### config.mk
export PLATFORM = sky130hd
export DESIGN_NAME = gasp_ram
export DESIGN_NICKNAME = d
export VERILOG_FILES = /design/src/rtl/core/gasp_ram.sv
export SDC_FILE = /design/constraint.sdc
export NUM_CORES = 1
export LEC_CHECK = 0
export BUFFER_PORTS_ARGS = -buffer_cell sky130_fd_sc_hd__buf_2
export CAP_MARGIN = 20
export CORE_MARGIN = 4
export CORE_UTILIZATION = 50
export DETAILED_ROUTE_END_ITERATION = 8
export PLACE_DENSITY = 0.71
export SYNTH_ARGS = -nofsm -noshare
export SYNTH_HDL_FRONTEND = slang
export SYNTH_SLANG_ARGS = --single-unit
### constraint.sdc
create_clock -name clk_i -period 1.8 [get_ports clk_i]
set_clock_uncertainty 0.05 [all_clocks]
set_input_delay 0 -clock clk_i [delete_from_list [all_inputs] [get_ports clk_i]]
set_output_delay 0 -clock clk_i [all_outputs]
set_load 0.005 [all_outputs]
### src/rtl/core/gasp_ram.sv
// ----------------------------------------------------------------------------
// gasp_ram
// Generic single-write, single-read RAM with a registered read port.
// ----------------------------------------------------------------------------
module gasp_ram #(
  parameter  int WIDTH = 8,
  parameter  int DEPTH = 16,
  localparam int AW    = $clog2(DEPTH)
) (
  input  logic             clk_i,
  input  logic             we_i,
  input  logic [AW-1:0]    waddr_i,
  input  logic [WIDTH-1:0] wdata_i,
  input  logic [AW-1:0]    raddr_i,
  output logic [WIDTH-1:0] rdata_o
);

  logic [WIDTH-1:0] mem_q [DEPTH];

  // Write port and registered read port.
  always_ff @(posedge clk_i) begin
    if (we_i) begin
      mem_q[waddr_i] <= wdata_i;
    end
    rdata_o <= mem_q[raddr_i];
  end

endmodule

Word-level counts from Yosys, hierarchy flattened
Memory sizes are Yosys's and may differ from the RTL's. A register that Yosys moved wholly into a read port is not among the register bits. Cells that the tools add are included.

Register bits after elaboration: 0. Bits in writable memories: 128. Input port bits: 18. Output and inout bits: 8. Word-level logic and storage cells: 3. Memories kept: 1.

Muxes and demuxes: 2.

Memories: mem_q (words 16, width 8, read ports 1, clocked after Yosys merged registers in 1, write ports 1, RTL line 18) `logic [WIDTH-1:0] mem_q [DEPTH];`.

Operators by type and width (number): $mux 1 (2).

Logic depth before layout (Yosys ltp)
Gate-level depths: netlist of the first run.

Depth in word-level cells: 2. Depth in mapped cells: 5. Depth with buffers taken out: 3.

Worst setup path before layout of the first run
No wires, ideal clock.

Path type: in2reg. From: input waddr_i[2]. To: memory mem_q[0][0], enable pin. Library setup time: 383 ps. Arrival: 1110 ps. Required time: 1367 ps. Slack: 257 ps. Stages: 2. Path buffers: 0. Cell sequence: or3b_2 > nor3_1.

RTL lines: from (decl) (RTL line 12) `input logic [AW-1:0] waddr_i,`; to (decl) (RTL line 18).

No word-level cell before the write port.

Final worst setup path of the first run
From: input waddr_i[0]. To: memory mem_q[0][5], enable pin.

No word-level cell before the write port.

==> run metrics, run 1 <==
ANT nets after route=0; Reg power frac=around 50%; clock latency at the later pin of the worst-skew pair=~0.51 ns; Crit Reg-Reg Endpoint=rdata_o[4]; TritonCTS Buffers=17; XOR/XNOR Fraction of Synth Area=0%; quantity of gates resized following cts=0; Synth top area share=74.7%; Hold Vio Cnt, Final=0; leakage power=2.15 nW; VDD IR max=0.000638 V; DRT iter0 DRCs=219; Primary FF master, synth=edfxtp_1; ANT cells=0; DR vias=2518; Synthesized Nets=247; vias in the first global route=between 2000 and 3000; DRC viols=0; worst min path class=in -> reg; Slew headroom=about 72%; synth top area cells=edfxtp_1 (75%), mux4_2 (7.9%), mux4_1 (7.1%), dfxtp_1 (3.1%), a22oi_1 (2.3%); WS Path Type=in -> reg; count leader, synth=edfxtp_1; post-layout min period=around 1.4 ns; I/O pin count=26; TritonCTS Sinks=around 140; number of vias per cell=5.66; Worst R2R Path Depth=3; Port Buffers=25; status=finished, final reports clean; NumNets Final=317; Sw Share=about a fifth; flop2flop setup slack=0.40 ns; Yosys reg bits=136; Longest Clk Path Bufs=2; global-route wire length before repair=15000 µm; initial antenna violation count=0; Post-Syn Area per Cell=22.5 µm²; register area=4000 µm²; Slew Viols, Final=0; gr usage total=18.2%; startpoint types=input pin; Synth Area in Compound Gates=around 2.3%; EDFF count, synth=between 100 and 150; Final setup viols=0; # rows=36; mux share of post-synthesis cell area=15.0%; Final period util=79.3%; fillers=681; TritonCTS clock tree=yes; Worst Hold Slack=0.0279 ns; Adder-Cell Fraction of Synth Area=0%; fraction of registers with async set/reset=0%; total congestion overflow=0; Die Wd=between 100 and 150 µm; Post-Synthesis Cells=229; starting density of the core=51.9%; H-Tree Depth=4; min-delay src=raddr_i[2]; largest net degree at the start of global routing=33; footprint of the multi-input gates=1060 µm²; Placer Congestion=0.714; cell count of the worst hold path=5; Critical Path RT=1.96 ns; PD cells=1130 nW/µm²; Final Non-Filler Cells=445; cts hold-fix bufs=13; Post-CTS Setup Bufs=0; clk slew on worst S/H paths=0.06 ns; reg-to-reg startpoint=mem_q[10][4]; Worst Tran Pin Value=0.416 ns; CTS Root Cell=clkbuf_8; post-DP HPWL=6100 µm; synth cell count leaders=edfxtp_1 (128), mux4_2 (18), a22oi_1 (16); Cell variety after synth=19; CP endpoint kind=register; placed insts=400; die area=between 10000 and 15000 µm²; Synth Area in Simple Gates=3.18%; Power, Total=7.09 mW; WHS Endpoint=rdata_o[5]; maxcap violations=0; P_sw=1.43 mW; Worst Path Max Fanout=8; Cell Area, Synth=5150 µm²; setup TNS=0 ns; largest area contributor in the netlist=edfxtp_1; Comb pwr share=5.0%; share of cells above drive strength 1=30.8%; crit path DAT=1.59 ns; area of the core=~9900 µm²; sequential-to-total area share from yosys stat=77.8%; Internal=5.66 mW; detailed-router iteration count before antenna repair=4; Layout area overhead=21.3%; RSZ-0062 raised after global routing=false; Clock Power Share=44.7%; DR WL/cell=between 20 and 25 µm; total length of routed wires=9790 µm; fmax=roughly 0.7 GHz; main combinational cell family by area after synthesis=multiplexers; die height=109 µm; warnings from Yosys=0
flip-flops by register name, indices dropped and copies added (netlist names):
name,cells
rdata_o,8
mem_q,128
critical path, stage by stage:
cell and delay [ns]:
dlygate4sd3_1 0.54, buf_2 0.16, nor3_1 0.15, dlygate4sd3_1 0.56, buf_4 0.18
metal layers:
layer / GRT usage, % / vias up / share of wire [%]
met1: 25.6 / 1291 / 42
met4: 5.88 / 0 / 0.80
met3: 4.70 / 9 / 7.3
met5: 0 / - / 0
li1: - / 1114 / -
met2: 28.2 / 104 / 50
through the flow:
step	util, %	worst slack (ns)	instance area [µm²]
6_report	63.0	0.372	6240
5_1_grt	63.0	0.267	6240
4_1_cts	63.0	0.395	6240
3_5_place_dp	56.1	0.237	5560
3_3_place_gp	56.1	0.236	5560
2_1_floorplan	-	0.257	5150
final cells by class:
class | instances | share of cell area, %
clock buffer | 18 | 6.69
clock inverter | 14 | 2.12
multi-input combinational | 83 | 16.9
sequential | 136 | 64.1
tap | 133 | 2.67
timing repair buffer | 61 | 7.45
cells in the final DEF, fill, tap and decap left out, types with 2 or more instances in the layout:
cell type / instances
nand2_1: 9
dlygate4sd3_1: 13
nor2_1: 13
buf_12: 3
a22oi_1: 16
bufinv_16: 2
dfxtp_1: 8
buf_4: 20
buf_2: 25
nand3b_1: 2
mux4_1: 14
nor3_1: 4
edfxtp_1: 128
clkbuf_16: 16
clkinvlp_4: 3
clkinv_2: 5
nand2b_1: 2
mux4_2: 18
clkinv_1: 2
power groups by stage:
| stage | Combinational (mW) | Clock (mW) | Sequential (mW) |
|---|---|---|---|
| detailed placement | 0.336 | 0 | 3.63 |
| global route | 0.383 | 3.39 | 3.57 |
| floorplan | 0.180 | 0 | 3.62 |
| global placement | 0.325 | 0 | 3.63 |
| CTS | 0.358 | 3.21 | 3.57 |
| finish | 0.352 | 3.17 | 3.57 |
logic make-up (layout without fill, tap and decap cells):
family	Yosys count	in the layout
muxes	32	32
DFF	136	136
and+or+nand+nor	35	35
AOI/OAI and AO/OA	16	16
buffers and inverters	10	93
worst max-delay path by stage:
stage	start	to	slack, ns	depth (start not counted)
after global routing	waddr_i[0]	mem_q[0][6]	0.27	5
after detailed placement	raddr_i[0]	rdata_o[4]	0.24	5
final	waddr_i[0]	mem_q[0][5]	0.37	5
after global placement	raddr_i[0]	rdata_o[4]	0.24	5
after floorplan	waddr_i[2]	mem_q[0][0]	0.26	2
after CTS	waddr_i[1]	mem_q[0][5]	0.39	5
No activity file was read; power rests on OpenSTA's default activity.
==> run 2, diff against run 1 <==
- PLACE_DENSITY: 0.71 -> 0.74
- clock period: 1.8 -> 1.2 ns (I/O delays scaled with it)
==> run 2 against run 1 <==
Global-route usage up 0.27 points; first-iteration DRC count up 16%; the run now ends with negative setup slack left; combinational power up 67%; register-to-register slack worse by 0.56 ns; critical path depth down 2; worst hold slack better by 0.011 ns; largest power group unchanged; routed wire length up 2.2%; sequential share of layout area down 1.0 points; design area up 1.6%; clock power up 56%; total power up 53%.
==> run metrics, run 2 (same netlist as run 1, synthesis figures left out) <==
status=finished, violations left; failing checks=negative setup slack; H-Tree Depth=4 (unchanged); die height=109 µm (unchanged); Comb pwr share=5.4% (+0.4 points); Slew headroom=35.0% (-37 points); fillers=655 (-3.8%); Reg power frac=49.2% (-1.1 points); global-route wire length before repair=15400 µm (+2.8%); worst min path class=in -> reg; total congestion overflow=0 (unchanged); clock latency at the later pin of the worst-skew pair=0.49 ns (-0.02 ns); detailed-router iteration count before antenna repair=4 (unchanged); Worst Path Max Fanout=1 (-7); NumNets Final=322 (+1.6%); Post-CTS Setup Bufs=0 (unchanged); Power, Total=10.9 mW (+53%); ANT cells=0 (unchanged); TritonCTS Sinks=136 (unchanged); P_sw=2.14 mW (+50%); vias in the first global route=2689 (+4.6%); Final period util=113%; DR vias=2476 (-1.7%); RSZ-0062 raised after global routing=true; Final setup viols=8 (+8); CTS Root Cell=clkbuf_8; number of vias per cell=5.50 (-2.8%); die area=12000 µm² (unchanged); Worst Tran Pin Value=0.973 ns (+0.557 ns); Top Metal Used=met4; DRC viols=0 (unchanged); largest registers=mem_q: 128 flops, rdata_o: 8 flops; VDD IR max=0.000916 V (+44%); starting density of the core=51.9% (unchanged); area of the core=9910 µm² (unchanged); Layout area overhead=23.3%; startpoint types=register; DRT iter0 DRCs=254 (+16%); Clock Power Share=45.4% (+0.7 points); TritonCTS clock tree=yes; Die Wd=109 µm (unchanged); CP endpoint kind=register; Sw Share=19.7% (-0.45 points); WL met3=474 µm (-33%); leakage power=2.16 nW (+0.36%); Hold Vio Cnt, Final=0 (unchanged); post-DP HPWL=6250 µm (+2.4%); Worst R2R Path Depth=3 (unchanged); clk slew on worst S/H paths=0.06 ns (about the same); ANT nets after route=0 (unchanged); DR WL/cell=22.2 µm (+1.0%); min-delay src=waddr_i[0]; Longest Clk Path Bufs=2 (unchanged); Placer Congestion=0.748 (+4.8%); largest net degree at the start of global routing=17 (-48%); TritonCTS Buffers=17 (unchanged); Reg with most FFs=mem_q; flop2flop setup slack=-0.16 ns (-0.56 ns); reg-to-reg startpoint=mem_q[3][5]; WS Path Type=reg -> reg; share of cells above drive strength 1=40.7% (+9.9 points); cell count of the worst hold path=3 (-2); PD cells=1710 nW/µm² (+51%); maxcap violations=0 (unchanged); Slew Viols, Final=0 (unchanged); fmax=about 0.74 GHz; commonest non-fill, non-tap cell in the layout=edfxtp_1; Internal=8.73 mW (+54%); Port Buffers=25 (unchanged); met1 wire length=4400 µm (+6.2%); dpl ws=-0.297 ns (-0.534 ns); Largest register FFs=128 (unchanged); # rows=36 (unchanged); post-layout min period=1.36 ns; gr usage total=18.5% (+0.27 points); total length of routed wires=10000 µm (+2.2%); WHS Endpoint=mem_q[4][2]; initial antenna violation count=0 (unchanged); met2 WL=4980 µm (+2.7%); slack of the critical path=-0.157 ns (-0.529 ns); I/O pin count=26 (unchanged); Critical Path RT=1.52 ns (-0.44 ns); most frequent cells in the layout=edfxtp_1 (128), mux4_2 (28), buf_4 (28); Crit Reg-Reg Endpoint=rdata_o[5]; crit path DAT=1.68 ns (+0.09 ns)
## run 2: worst max-delay path by stage
stage,from,cells past startpoint,to
floorplan,waddr_i[2],2,mem_q[3][0]
global placement,raddr_i[0],5,rdata_o[5]
detailed placement,raddr_i[0],5,rdata_o[5]
CTS,mem_q[11][6],3,rdata_o[6]
global route,mem_q[10][7],3,rdata_o[7]
finish,mem_q[3][5],3,rdata_o[5]
## run 2: critical path: stages, from the launching register on
cell	delay [ns]
edfxtp_1	0.35
mux4_2	0.49
a22oi_2	0.25
nand2_1	0.10
## run 2: power groups by stage
stage | Combinational, mW | Sequential, mW | Clock, mW
floorplan | 0.278 | 5.44 | 0
global placement | 0.530 | 5.44 | 0
detailed placement | 0.547 | 5.44 | 0
CTS | 0.585 | 5.35 | 5.02
global route | 0.636 | 5.35 | 5.24
finish | 0.588 | 5.35 | 4.94
## run 2: per-stage QoR
stage                     instances  instance area (µm²)  hold slack, ns  TNS, ns  utilization (%)
after floorplan                 229                 5120          0.0489    -3.58                -
after global placement          410                 5640           0.328    -4.89             56.9
after detailed placement        410                 5640           0.329    -5.65             56.9
after CTS                       450                 6320          0.0132    -1.02             63.8
after global routing            450                 6350          0.0369    -1.19             64.0
final                           450                 6350          0.0391   -0.858             64.0
## run 2: cell type report
cell class | count | area, µm² | area share (%)
Tap cell | 133 | 166 | 2.62
Timing Repair Buffer | 66 | 515 | 8.12
Clock buffer | 18 | 418 | 6.59
Clock inverter | 14 | 158 | 2.48
Sequential cell | 136 | 4000 | 63.1
Multi-Input combinational cell | 83 | 1080 | 17.1
## run 2: routing by layer
metal / vias up / GRT usage, %
met4: 0 / 6.95
met2: 67 / 29.1
li1: 1112 / -
met1: 1289 / 25.3
met5: - / 0
met3: 8 / 4.40
## run 2: timing repair
item	in CTS	in global routing
cloned	0	0
gates resized for setup	5	5
setup endpoints to repair	8	8
hold endpoints to repair	128	0
hold buffers	8	0
pin swaps	0	3
